## config.mk

```make
export PLATFORM = sky130hd
export DESIGN_NAME = wbd_back
export DESIGN_NICKNAME = d
export VERILOG_FILES = /design/src/design/wbd_pkg.sv /design/src/design/wbd_back.sv
export SDC_FILE = /design/constraint.sdc
export NUM_CORES = 1
export LEC_CHECK = 0
export ABC_AREA = 1
export BUFFER_PORTS_ARGS = -buffer_cell sky130_fd_sc_hd__buf_2
export CAP_MARGIN = 5
export CORE_MARGIN = 2
export CORE_UTILIZATION = 45
export CTS_CLUSTER_SIZE = 8
export DETAILED_ROUTE_END_ITERATION = 16
export HOLD_SLACK_MARGIN = 0.08
export SLEW_MARGIN = 40
export SYNTH_ARGS = -nofsm -noshare
export SYNTH_HDL_FRONTEND = slang
export SYNTH_SLANG_ARGS = --single-unit
export TNS_END_PERCENT = 10
```

## constraint.sdc

```tcl
create_clock -name clk -period 4.8 [get_ports clk]
set_input_delay 0.48 -clock clk [delete_from_list [all_inputs] [get_ports clk]]
set_output_delay 0.48 -clock clk [all_outputs]
set_load 0.1 [all_outputs]
```

## src/design/wbd_pkg.sv

```systemverilog
// Shared types and constants for the weighted block downsampler.
package wbd_pkg;
  localparam int MAX_EDGE = 32;
  localparam int MAX_FACTOR = 8;
  localparam int VALUE_BITS = 24;
  localparam int WEIGHT_BITS = 16;

  localparam int IDX_W = 15;
  localparam int ACC_W = 49;
  localparam int WACC_W = 25;
  localparam int VAL_W = 24;

  // configuration register indexes
  localparam logic [1:0] REG_FACTOR = 2'd0;
  localparam logic [1:0] REG_EDGE   = 2'd1;
  localparam logic [1:0] REG_MASS   = 2'd2;

  // front-to-back work item
  typedef struct packed {
    logic [ACC_W-1:0]  acc;
    logic [WACC_W-1:0] wacc;
    logic [IDX_W-1:0]  idx;
    logic              done;
  } job_t;
endpackage

```

## src/design/wbd_back.sv

```systemverilog
// Back end: restoring signed divide, one quotient bit a cycle, output register.
module wbd_back (
  input  logic          clk,
  input  logic          rst_n,
  input  logic          job_valid,
  output logic          job_ready,
  input  wbd_pkg::job_t job,
  output logic          out_valid,
  input  logic          out_ready,
  output logic [wbd_pkg::VAL_W-1:0]  out_mean,
  output logic [wbd_pkg::IDX_W-1:0]  out_idx,
  output logic          out_zero,
  output logic          out_done
);
  localparam int AW = wbd_pkg::ACC_W;
  localparam int WW = wbd_pkg::WACC_W;
  localparam int CW = $clog2(AW + 1);

  logic busy_r;
  logic [CW-1:0] cnt_r;
  logic [AW-1:0] num_r, quo_r;
  logic [WW:0]   rem_r;
  logic [WW-1:0] den_r;
  logic          neg_r, zero_r, done_r;
  logic [wbd_pkg::IDX_W-1:0] idx_r;

  // final quotient captured in the cycle after busy ends
  logic fin_r;

  // a new job waits until the output register has been taken
  assign job_ready = !busy_r && !out_valid && !fin_r;

  logic [WW:0] trial;
  logic [WW+1:0] diff;
  always_comb begin
    trial = {rem_r[WW-1:0], num_r[AW-1]};
    diff = {1'b0, trial} - {2'b00, den_r};
  end

  logic [AW-1:0] q_signed;
  assign q_signed = neg_r ? (~quo_r + 1'b1) : quo_r;

  always_ff @(posedge clk) begin
    if (job_valid && job_ready) begin
      num_r <= job.acc[AW-1] ? (~job.acc + 1'b1) : job.acc;
      neg_r <= job.acc[AW-1];
      den_r <= job.wacc;
      zero_r <= (job.wacc == '0);
      rem_r <= '0;
      quo_r <= '0;
      idx_r <= job.idx;
      done_r <= job.done;
      cnt_r <= CW'(AW);
    end else if (busy_r) begin
      num_r <= num_r << 1;
      if (!diff[WW+1]) begin
        rem_r <= diff[WW:0];
        quo_r <= {quo_r[AW-2:0], 1'b1};
      end else begin
        rem_r <= trial;
        quo_r <= {quo_r[AW-2:0], 1'b0};
      end
      cnt_r <= cnt_r - 1'b1;
    end
    if (busy_r && cnt_r == CW'(1)) begin
      out_idx <= idx_r;
      out_zero <= zero_r;
      out_done <= done_r;
    end
  end

  always_ff @(posedge clk) begin
    if (fin_r) out_mean <= zero_r ? '0 : q_signed[wbd_pkg::VAL_W-1:0];
  end

  always_ff @(posedge clk) begin
    if (!rst_n) begin
      busy_r <= 1'b0; out_valid <= 1'b0; fin_r <= 1'b0;
    end else begin
      fin_r <= busy_r && cnt_r == CW'(1);
      if (job_valid && job_ready) busy_r <= 1'b1;
      else if (busy_r && cnt_r == CW'(1)) busy_r <= 1'b0;
      if (fin_r) out_valid <= 1'b1;
      else if (out_valid && out_ready) out_valid <= 1'b0;
    end
  end
endmodule

```

==> results summary <==
The number of buffers added to fix hold violations after cts is 0. The arrival time of the worst setup path came out at roughly 2.7 ns. The number of enable-type register cells in the synthesized netlist came out at approximately 130.

The count of warnings emitted by yosys is 0. The final-report setup violation count is 0. between 100 and 150 I/O pins were placed. The maximum clock path buffer count is 2. The final clock period utilization by the worst path came out at between 50% and 60%. The completed layout was analyzed and its total power is 5010 µW. The net count after synthesis is between 1500 and 2000. The number of buffers inserted during clock tree synthesis came out at 17. The leakage power of the design is 0.00604 µW.

The vertical extent of the die is ~160 µm. The signal on the critical path passes through clkinv_1 -> nand2_2 -> buf_4. Hold timing on the final database bottoms out at a slack of approximately 0.20 ns.

The DRC violations left is 0. Leaving out fill and tap cells, the most frequent cell in the layout is sky130_fd_sc_hd__nand2_1. The count of standard-cell rows came out at 57. The shortest clock period the worst path allows after layout came out at approximately 2.6 ns.

The share of layout cells above drive strength 1 came out at 13.6%. The summed negative setup slack over all endpoints is 0 ns. The normalized max-slew margin came out at a little over 50%.

The die covers about 26000 µm². The worst clock skew on the final layout is roughly 0.013 ns. The maximum fanout count along the critical path came out at roughly 50. The count of TritonRoute iterations in the first routing pass is 5. TritonCTS built the clock tree. The congestion estimate from routability-driven global placement came to 0.889. The starting DRC count in detailed routing came out at about 600. The number of antenna violations at the first check in global routing came to 0. The cell sitting at the root of the clock tree is a sky130_fd_sc_hd__clkbuf_16.

The total area inside the core boundary comes to about 24000 µm². The number of I/O port buffers came out at 136. The count of antenna diodes in the layout came out at 0. The final wirelength came out at between 20 and 30 mm. The post-synthesis instance area is ~11000 µm². The type of the setup path with the least slack is reg2reg. The width of the chip came out at around 160 µm.

The sequential element share of the synthesized area is 46.0%. The final-report hold violation count was 0. The placed wire-length estimate after detailed placement came out at around 21 mm. The slowest stage of the critical path belongs to the cell sky130_fd_sc_hd__dfxtp_2. The total area of sequential cells is roughly 5200 µm². The synthesis-to-layout area growth is 14.4%. Setup repair after global routing left no endpoint under its margin.

The number of max-cap violations is 0. Summed over all layers, the global routing overflow is 0. The area of the multi-input gates is 5150 µm². The top cell types in the final layout, fill and taps aside, are sky130_fd_sc_hd__nand2_1, sky130_fd_sc_hd__inv_1, sky130_fd_sc_hd__nor2_1.

IR analysis of the VDD net gives a maximum drop of ~0.21 mV. The depth of the most critical reg-to-reg path came out at 3. The number of antenna-violating nets in the routed design came out at 0.

The power density normalized to cell area came out at 391 nW/µm². The clock-pin slew reported for the worst setup and hold paths after clock tree synthesis came out at about 0.08 ns. The pin count of the biggest net entering global routing is 95. The worst-margin pin slew came out at between 0.7 and 0.8 ns. STA classifies the critical path endpoint as a flip-flop. The predominant post-synthesis flop cell is sky130_fd_sc_hd__edfxtp_1.

The largest stage delay on the critical path is approximately 0.77 ns. The worst path required time came out at 4.88 ns. The max-slew violation total from the final report came out at 0. The number of standard cells after synthesis is 1481. The initial utilization of the core area, before any placement, comes to a little under half.

The number of filler cells placed in the layout came out at ~2500. The classification of the worst-slack hold path is in2reg. The overall fraction of global-route tracks in use came out at 21.6%. The count of cells resized by post-cts repair came out at 0. The level count of the clock H-tree came out at 4. In this run, synthesis produced a sequential element count of between 150 and 200.

The first global-routing pass estimated about 45 mm of wire. After detailed routing, the number of vias per cell comes to ~5. The mean routed wirelength per cell is roughly 14 µm.

The proportion of synthesized flip-flops having asynchronous set or reset is 0%. The flow ran to the end, and the final reports show no timing, DRC or antenna violations. The number of sinks handled by clock tree synthesis is roughly 190. The average instance in the mapped netlist occupies 7.57 µm². Along the worst hold path, the cell count comes to 1.

STA classifies the critical path startpoint as a flip-flop. The number of setup buffers added after CTS is 0. The peak clock frequency supported by timing came out at between 300 and 400 MHz. Clock latency on the worst-skew pair, taken at its later pin, is 0.45 ns.

The overall via count from detail_route is a little under 10000. The net count of the finished layout is 1731. The count of distinct cell types in the synthesized netlist is 44. The number of global-route vias before repair is about 9300.
## kinds of logic after synthesis
group	after synthesis	share of synthesized area (%)
AO/OA/AOI/OAI	164	8.29
XOR/XNOR	39	3.05
adder cells (fa/ha/maj)	30	3.42
buffers and inverters	232	8.16
flip-flops	191	46.0
AND/OR/NAND/NOR	825	31.1
## flip-flops by register name, indices dropped and copies added, names as in the netlist, 6 cells and up
| signal | cells |
|---|---|
| cnt_r | 6 |
| num_r | 49 |
| idx_r | 15 |
| out_mean | 24 |
| out_idx | 15 |
| quo_r | 24 |
| rem_r | 25 |
| den_r | 25 |
## cell usage after synthesis (2+ instances only)
master,number,share of area [%]
sky130_fd_sc_hd__nor3_2,3,0.27
sky130_fd_sc_hd__nand2_2,5,0.28
sky130_fd_sc_hd__clkinv_1,2,0.067
sky130_fd_sc_hd__nand3_1,97,4.3
sky130_fd_sc_hd__nor3_1,16,0.71
sky130_fd_sc_hd__xnor2_1,12,0.94
sky130_fd_sc_hd__o21a_1,2,0.13
sky130_fd_sc_hd__o21bai_1,6,0.40
sky130_fd_sc_hd__nor4_1,8,0.45
sky130_fd_sc_hd__a31oi_1,3,0.17
sky130_fd_sc_hd__inv_1,191,6.4
sky130_fd_sc_hd__buf_1,2,0.067
sky130_fd_sc_hd__o211ai_2,8,0.89
sky130_fd_sc_hd__dfxtp_1,58,10
sky130_fd_sc_hd__xor2_1,27,2.1
sky130_fd_sc_hd__edfxtp_1,133,36
sky130_fd_sc_hd__or2_2,5,0.28
sky130_fd_sc_hd__clkbuf_1,31,1.0
sky130_fd_sc_hd__nand2_4,2,0.20
sky130_fd_sc_hd__nor2_4,4,0.40
sky130_fd_sc_hd__a21oi_1,48,2.1
sky130_fd_sc_hd__nor2_2,6,0.33
sky130_fd_sc_hd__nor2_1,152,5.1
sky130_fd_sc_hd__nand3b_1,2,0.13
sky130_fd_sc_hd__buf_12,2,0.36
sky130_fd_sc_hd__o21ai_0,88,3.9
sky130_fd_sc_hd__nand4_1,31,1.7
sky130_fd_sc_hd__nand2_1,489,16
sky130_fd_sc_hd__ha_1,29,3.2
sky130_fd_sc_hd__inv_2,2,0.067
sky130_fd_sc_hd__o21ai_1,4,0.18
## power breakdown
group / switching (µW) / internal [µW] / total (µW) / leakage (µW)
sequential: 114 / 1970 / 2080 / 0.00175
clock: 755 / 723 / 1480 / 0.000302
combinational: 951 / 501 / 1450 / 0.00399
## layout make-up
class / instances / share of cell area, %
well taps: 324 / 3.16
clock inverters: 15 / 1.61
multi-input cells: 1058 / 40.2
flip-flops and latches: 191 / 40.2
repair buffers: 144 / 5.81
clock buffers: 17 / 3.32
inverters: 195 / 5.72
## layer usage
metal	global-route usage (%)	vias to the layer above	routed length, µm	part of all wire (%)
met5	0	-	0	0
met4	6.15	0	528	1.9
met3	3.55	38	1180	4.3
met2	37.0	224	13200	48
met1	28.2	4371	12700	46
li1	-	5047	-	-
## metrics by stage
stage          instance area, µm²  instances  setup WS, ns  utilization [%]
4_1_cts                     12800       1944          2.08             52.5
2_1_floorplan               11200       1481         0.444                -
6_report                    12800       1944          2.19             52.6
5_1_grt                     12800       1944          1.95             52.6
3_5_place_dp                12200       1912          2.10             50.0
3_3_place_gp                12200       1912          2.21             50.0
## final timing paths
kind,startpoint,endpoint,slack (ns)
worst max register to register,busy_r$_SDFFE_PN0P_,num_r[11]$_DFFE_PP_,2.19
worst min register to register,idx_r[14]$_DFFE_PP_,out_idx[14]$_DFFE_PP_,0.41
worst max-delay path,busy_r$_SDFFE_PN0P_,num_r[11]$_DFFE_PP_,2.19
worst min-delay path,job[12],idx_r[11]$_DFFE_PP_,0.20
## critical path: cells and delay by family, from the launching register on
kind,cells,cell delay (ns)
AND/OR/NAND/NOR,1,0.24
buffers and inverters,2,1.21
flip-flops,1,0.77
No activity file was read; power rests on OpenSTA's default activity.
