[src/design/wbd_pkg.sv]
// Shared types and constants for the weighted block downsampler.
package wbd_pkg;
  localparam int MAX_EDGE = 32;
  localparam int MAX_FACTOR = 8;
  localparam int VALUE_BITS = 24;
  localparam int WEIGHT_BITS = 16;

  localparam int IDX_W = 15;
  localparam int ACC_W = 49;
  localparam int WACC_W = 25;
  localparam int VAL_W = 24;

  // configuration register indexes
  localparam logic [1:0] REG_FACTOR = 2'd0;
  localparam logic [1:0] REG_EDGE   = 2'd1;
  localparam logic [1:0] REG_MASS   = 2'd2;

  // front-to-back work item
  typedef struct packed {
    logic [ACC_W-1:0]  acc;
    logic [WACC_W-1:0] wacc;
    logic [IDX_W-1:0]  idx;
    logic              done;
  } job_t;
endpackage

[src/design/wbd_queue.sv]
// Two-entry job queue between front and back ends.
module wbd_queue (
  input  logic          clk,
  input  logic          rst_n,
  input  logic          wr_valid,
  output logic          wr_ready,
  input  wbd_pkg::job_t wr_job,
  output logic          rd_valid,
  input  logic          rd_ready,
  output wbd_pkg::job_t rd_job
);
  wbd_pkg::job_t mem_r [2];
  logic wp_r, rp_r;
  logic [1:0] cnt_r;
  logic wr, rd;
  assign wr_ready = (cnt_r != 2'd2);
  assign rd_valid = (cnt_r != 2'd0);
  assign rd_job = mem_r[rp_r];
  assign wr = wr_valid && wr_ready;
  assign rd = rd_valid && rd_ready;
  always_ff @(posedge clk) begin
    if (wr) mem_r[wp_r] <= wr_job;
    if (!rst_n) begin
      wp_r <= 1'b0; rp_r <= 1'b0; cnt_r <= 2'd0;
    end else begin
      if (wr) wp_r <= ~wp_r;
      if (rd) rp_r <= ~rp_r;
      cnt_r <= cnt_r + {1'b0, wr} - {1'b0, rd};
    end
  end
endmodule

[config.mk]
export PLATFORM = sky130hd
export DESIGN_NAME = wbd_queue
export DESIGN_NICKNAME = d
export VERILOG_FILES = /design/src/design/wbd_pkg.sv /design/src/design/wbd_queue.sv
export SDC_FILE = /design/constraint.sdc
export NUM_CORES = 1
export LEC_CHECK = 0
export ABC_AREA = 1
export CORE_MARGIN = 8
export CORE_UTILIZATION = 35
export CTS_CLUSTER_DIAMETER = 50
export CTS_CLUSTER_SIZE = 28
export DETAILED_ROUTE_END_ITERATION = 8
export DONT_BUFFER_PORTS = 1
export GPL_TIMING_DRIVEN = 0
export PLACE_DENSITY = 0.63
export SETUP_SLACK_MARGIN = 0.4
export SKIP_LAST_GASP = 1
export SYNTH_ARGS = -nofsm -noshare
export SYNTH_HDL_FRONTEND = slang
export SYNTH_SLANG_ARGS = --single-unit
[constraint.sdc]
create_clock -name clk -period 4.9 [get_ports clk]
set_clock_uncertainty 0.15 [all_clocks]
set_input_delay 0.245 -clock clk [delete_from_list [all_inputs] [get_ports clk]]
set_output_delay 0.245 -clock clk [all_outputs]
set_load 0.005 [all_outputs]
==> flow_metrics.env, run 1 <==
export IMPL_status="completed"
export IMPL_grt_ovfl_total=0
export IMPL_die_h_um=159
export IMPL_initial_core_util_pct=35.6
export IMPL_io_pins=186
export IMPL_powerDensity_mw_per_mm2=489
export IMPL_worst_r2r_startpoint="cnt_r[0]"
export IMPL_synth_area_sq_mm=0.00719
export IMPL_clock_fmax_mhz=458
export IMPL_syn_to_final_growth_pct=27.1
export IMPL_grt_pass1_wl_mm=21.4
export IMPL_die_width_um=159
export IMPL_total_power_mw=4.47
export IMPL_cts_buffers=17
export IMPL_critPathRequiredTime_ns=4.86
export IMPL_maxCapViolCount=0
export IMPL_clock_sinks=185
export IMPL_grt_pass1_vias=3559
export IMPL_setup_tns_ns=0
export IMPL_synthFlopType="edfxtp_1"
export IMPL_synth_seq_cells=185
export IMPL_worst_pin_slew_ns=0.637
export IMPL_critPathBufInv=3
export IMPL_antenna_found_initial=1
export IMPL_rsz0062_at_grt="no"
export IMPL_cp_depth=6
export IMPL_drc=0
export IMPL_ir_worst_vdd_mv=0.308
export IMPL_synth_distinct_cells=11
export IMPL_whs_ns=0.118
export IMPL_final_max_slew_viol_count=0
export IMPL_drive_gt1_share_pct=30.4
export IMPL_async_flop_share_pct=0
export IMPL_viasPerCell=4.49
export IMPL_max_slew_margin_pct=57.5
export IMPL_cpPeakStageDelay_ns=0.48
export IMPL_clk_latency_ns=0.42
export IMPL_synthTopCellsByCount="edfxtp_1, mux2_4, buf_12, nand2_1, nor2_1"
export IMPL_vias=3208
export IMPL_leakage_nw=3.26
export IMPL_critPathCaptureType="flip-flop"
export IMPL_synth_area_leader_cell="edfxtp_1"
export IMPL_io_buffers=0
export IMPL_dieArea_sq_mm=0.0254
export IMPL_seqCellArea_sq_mm=0.00551
export IMPL_setup_viol=0
export IMPL_grt_start_max_net_pins=47
export IMPL_holdCritPathClass="in -> reg"
export IMPL_hpwlAfterDp_mm=9.76
export IMPL_path_cells="inv_1, nand2_1, nand2_1, nor2_4, buf_12, buf_12"
export IMPL_hold_viol_final=0
export IMPL_synth_top_cells_by_area="edfxtp_1, mux2_4, buf_12"
export IMPL_grt_usage_pct=11.2
export IMPL_seq_area_frac_synth_pct=76.6
export IMPL_path_clk_slew_ns=0.07
export IMPL_crit_family="simple AND/OR/NAND/NOR gates"
export IMPL_holdPathStages=2
export IMPL_drt_iter0_markers=158
export IMPL_cts_resized=0
export IMPL_cts_max_path_buffers=2
export IMPL_yosysMostFrequentCell="edfxtp_1"
export IMPL_ant_nets=0
export IMPL_critPathMaxFanout=27
export IMPL_worstSetupStartpoint="cnt_r[0]"
export IMPL_worstSetupPathType="reg -> reg"
export IMPL_place_congestion=0.688
export IMPL_synth_cells=316
export IMPL_cpMaxStageDelayCell="nor2_4"
export IMPL_cp_arrival_ns=2.15
export IMPL_cts_tree="yes"
export IMPL_avgSynthCellArea_sq_um=22.7
export IMPL_synth_top_cell_area_share_pct=75.2
export IMPL_wl_per_cell_um=20.2
export IMPL_nets=528
export IMPL_multiInputGateArea_sq_mm=0.00147
export IMPL_startpoint_type="flip-flop"
export IMPL_fill_cells=1693
export IMPL_core_area_sq_mm=0.0202
export IMPL_reg2reg_depth=6
export IMPL_num_rows=52
export IMPL_syn_nets=412
export IMPL_fin_util_pct=45.3
export IMPL_wl_mm=14.4
export IMPL_htreeDepth=4
export IMPL_root_buffer="clkbuf_16"
export IMPL_drtPass1Iterations=4
export IMPL_period_needed_ns=2.18
export IMPL_fin_crit_sh_pct=44.5
export IMPL_synth_edff_count=180
export IMPL_yosys_warnings=0
export IMPL_worstHoldStart="wr_valid"
-- metal layers --
layer | up-vias | global-route usage (%) | routed length [um]
met3 | 16 | 4.42 | 1000
met1 | 1611 | 11.8 | 5690
met4 | 0 | 4.59 | 217
met2 | 115 | 19.7 | 7510
met5 | - | 0 | 0
li1 | 1466 | - | -
-- metrics by stage --
stage	setup WS, ns	area, sq um	cells
floorplan	1.39	7190	316
finish	2.72	9140	715
global route	2.54	9140	715
detailed placement	2.72	7620	590
CTS	2.72	9140	714
global placement	0.0354	7530	586
-- worst paths after layout --
path                        to  slack [ns]
setup / recovery  mem_r[0][29]        2.72
hold / removal     mem_r[0][9]        0.12
setup reg to reg  mem_r[0][29]        2.72
hold reg to reg           rp_r        0.38
-- cells by family (layout without fill, tap and decap cells) --
| logic type | count (synthesis) | count (layout) | synth area share, % |
|---|---|---|---|
| fa+ha+maj | 2 | 2 | 0.348 |
| other cells | 0 | 1 | 0 |
| buf+inv | 17 | 145 | 3.03 |
| flops | 185 | 185 | 76.6 |
| mux | 90 | 90 | 18.8 |
| simple gates | 20 | 20 | 1.10 |
| compound gates | 2 | 2 | 0.139 |
-- state kept, by name (all words and copies together), names as in the netlist, named ones only --
| name | count |
|---|---|
| cnt_r | 2 |
| mem_r | 180 |
| wp_r | 1 |
| rp_r | 1 |
-- layout make-up --
class	count	share of cell area, %
Sequential cell	185	60.2
Antenna cell	1	0.0274
Buffer	10	2.09
Inverter	7	0.315
Timing Repair Buffer	97	11.1
Tap cell	270	3.70
Clock buffer	19	4.74
Multi-Input combinational cell	114	16.1
Clock inverter	12	1.63
-- power by group --
part / switching [mW] / total, mW / internal [mW]
Clock: 0.563 / 1.36 / 0.800
Sequential: 0.0589 / 2.06 / 2.00
Combinational: 0.502 / 1.05 / 0.548
Total: 1.12 / 4.47 / 3.35
-- repair_timing --
| action | CTS | global route |
|---|---|---|
| endpoints found under the setup margin | 0 | 0 |
| buffers inserted | 0 | 0 |
| hold buffers | 93 | 0 |
| hold endpoints to repair | 185 | 0 |
-- layout by cell type (no fill, tap or decap), drive strengths merged --
cell type,instances
dlygate4sd3,93
ha,2
clkinvlp,1
mux2,90
clkinv,5
diode,1
a21oi,2
nor2,8
clkbuf,19
inv,10
nand2,9
dfxtp,5
buf,14
edfxtp,180
bufinv,3
nand3,3
(Power assumes the default switching activity.)
==> run 2: changes to the inputs <==
==> constraint.sdc (replaced) <==
create_clock -name clk -period 2 [get_ports clk]
set_clock_uncertainty 0.15 [all_clocks]
set_input_delay 0.1 -clock clk [delete_from_list [all_inputs] [get_ports clk]]
set_output_delay 0.1 -clock clk [all_outputs]
set_load 0.005 [all_outputs]
==> flow_metrics.env, run 2 (synthesized netlist as in run 1, its figures left out) <==
export IMPL_status="completed"
export IMPL_placedCellCount=591
export IMPL_worst_slack_ns=0.305
export IMPL_antenna_cells=0
export IMPL_final_max_slew_viol_count=0
export IMPL_rrSetupSlack_ns=0.34
export IMPL_worstSetupPathType="reg -> out"
export IMPL_syn_to_final_growth_pct=34.3
export IMPL_initial_core_util_pct=35.6
export IMPL_cts_buffers=17
export IMPL_grt_pass1_vias=3521
export IMPL_max_slew_margin_pct=83.3
export IMPL_rsz0062_at_grt="yes"
export IMPL_cts_tree="yes"
export IMPL_cp_depth=3
export IMPL_whs_ns=0.186
export IMPL_startpoint_type="flip-flop"
export IMPL_crit_family="flip-flops"
export IMPL_dieArea_sq_mm=0.0254
export IMPL_die_h_um=159
export IMPL_holdCritPathClass="in -> reg"
export IMPL_setup_viol=0
export IMPL_grt_ovfl_total=0
export IMPL_antenna_found_initial=2
export IMPL_wl_per_cell_um=19.9
export IMPL_clock_fmax_mhz=590
export IMPL_fill_cells=1656
export IMPL_clock_sinks=185
export IMPL_nets=554
export IMPL_maxCapViolCount=0
export IMPL_ant_nets=0
export IMPL_switching_power_mw=2.91
export IMPL_hold_viol_final=0
export IMPL_p_seq_share_pct=43.9
export IMPL_crit_path_end="rd_job[34]"
export IMPL_period_needed_ns=1.69
export IMPL_place_congestion=0.669
export IMPL_core_area_sq_mm=0.0202
export IMPL_power_frac_comb_pct=27.1
export IMPL_reg2reg_depth=7
export IMPL_leakage_nw=3.48
export IMPL_largest_reg_flops=180
export IMPL_intPower_mw=8.66
export IMPL_r2r_end="mem_r[0][87]"
export IMPL_die_width_um=159
export IMPL_regMostFlops="mem_r"
export IMPL_hpwlAfterDp_mm=9.31
export IMPL_htreeDepth=4
export IMPL_layout_cells_non_filler=740
export IMPL_critPathCaptureType="output port"
export IMPL_num_rows=52
export IMPL_critPathRequiredTime_ns=1.75
export IMPL_drt_iter0_markers=113
export IMPL_holdPathStages=1
export IMPL_path_cells="buf_12, clkbuf_16, mux2_4"
export IMPL_cpMaxStageDelayCell="dfxtp_4"
export IMPL_mostFrequentLayoutCells="edfxtp_1, dlygate4sd3_1, mux2_4"
export IMPL_drtPass1Iterations=4
export IMPL_critPathBufInv=2
export IMPL_fin_crit_sh_pct=84.7
export IMPL_io_buffers=0
export IMPL_path_clk_slew_ns=0.06
export IMPL_place_ws_ns=0.0841
export IMPL_top_regs="mem_r (180), cnt_r (2)"
export IMPL_worst_pin_slew_ns=0.249
export IMPL_wl_mm=14.8
export IMPL_worst_r2r_startpoint="cnt_r[0]"
export IMPL_viasPerCell=4.44
export IMPL_io_pins=186
export IMPL_powerDensity_mw_per_mm2=1200
export IMPL_grt_start_max_net_pins=42
export IMPL_cts_max_path_buffers=2
export IMPL_root_buffer="clkbuf_16"
export IMPL_grt_pass1_wl_mm=20.9
export IMPL_swShare_pct=25.1
export IMPL_vias=3285
export IMPL_cp_arrival_ns=1.44
export IMPL_drive_gt1_share_pct=38.1
export IMPL_critPathMaxFanout=6
export IMPL_mostFrequentLayoutCell="edfxtp_1"
export IMPL_grt_usage_pct=10.8
export IMPL_clk_latency_ns=0.41
export IMPL_ir_worst_vdd_mv=0.608
export IMPL_drc=0
export IMPL_clockPowerShare_pct=29.0
export IMPL_fin_util_pct=47.9
export IMPL_cpPeakStageDelay_ns=0.38
-- run 2: worst min path at each step --
| stage | startpoint | to | slack [ns] |
|---|---|---|---|
| 5_1_grt | wr_job[89] | mem_r[1][89] | 0.17 |
| 4_1_cts | wr_job[72] | mem_r[1][72] | 0.16 |
| 2_1_floorplan | rst_n | cnt_r[0] | 0.04 |
| 3_5_place_dp | wr_job[85] | mem_r[1][85] | 0.05 |
| 3_3_place_gp | wr_job[76] | mem_r[0][76] | 0.05 |
| 6_report | wr_job[58] | mem_r[1][58] | 0.19 |
-- run 2: per-stage QoR --
step | instance area [sq um] | power [mW] | TNS, ns
after global placement | 7560 | 7.49 | -212.67
final | 9660 | 11.6 | 0
after detailed placement | 7670 | 7.61 | 0
after CTS | 9300 | 11.3 | 0
after global routing | 9660 | 12.1 | 0
after floorplan | 7220 | 7.01 | -71.15
-- run 2: cell type report --
type,instances,area (sq um),area share [%]
Sequential cell,185,5520,57.1
Clock inverter,13,166,1.72
Tap cell,270,338,3.50
Timing Repair Buffer,123,1430,14.8
Clock buffer,18,429,4.44
Inverter,7,32.5,0.337
Buffer,10,200,2.07
Multi-Input combinational cell,114,1540,16.0
-- run 2: timing repair --
item	in CTS	in global routing
gates cloned	1	11
buffers inserted	5	8
endpoints found under the setup margin	245	158
hold buffers	93	0
endpoints found under the hold margin	199	0
pin swaps	7	6
gates resized for setup	7	16
-- run 2: layer usage --
metal | wire [um] | vias to the layer above | part of all wire [%] | GRT usage [%]
met1 | 6000 | 1636 | 41 | 11.7
met2 | 7530 | 111 | 51 | 18.6
met5 | 17 | - | 0.12 | 0
met3 | 1080 | 13 | 7.3 | 4.91
met4 | 131 | 4 | 0.89 | 3.60
li1 | - | 1521 | - | -
-- run 2: power by group through the flow --
| stage | Combinational (mW) | Clock (mW) | Sequential [mW] |
|---|---|---|---|
| 2_1_floorplan | 1.90 | 0 | 5.12 |
| 3_3_place_gp | 2.33 | 0 | 5.15 |
| 3_5_place_dp | 2.47 | 0 | 5.14 |
| 4_1_cts | 2.79 | 3.46 | 5.06 |
| 5_1_grt | 3.36 | 3.61 | 5.13 |
| 6_report | 3.13 | 3.36 | 5.08 |
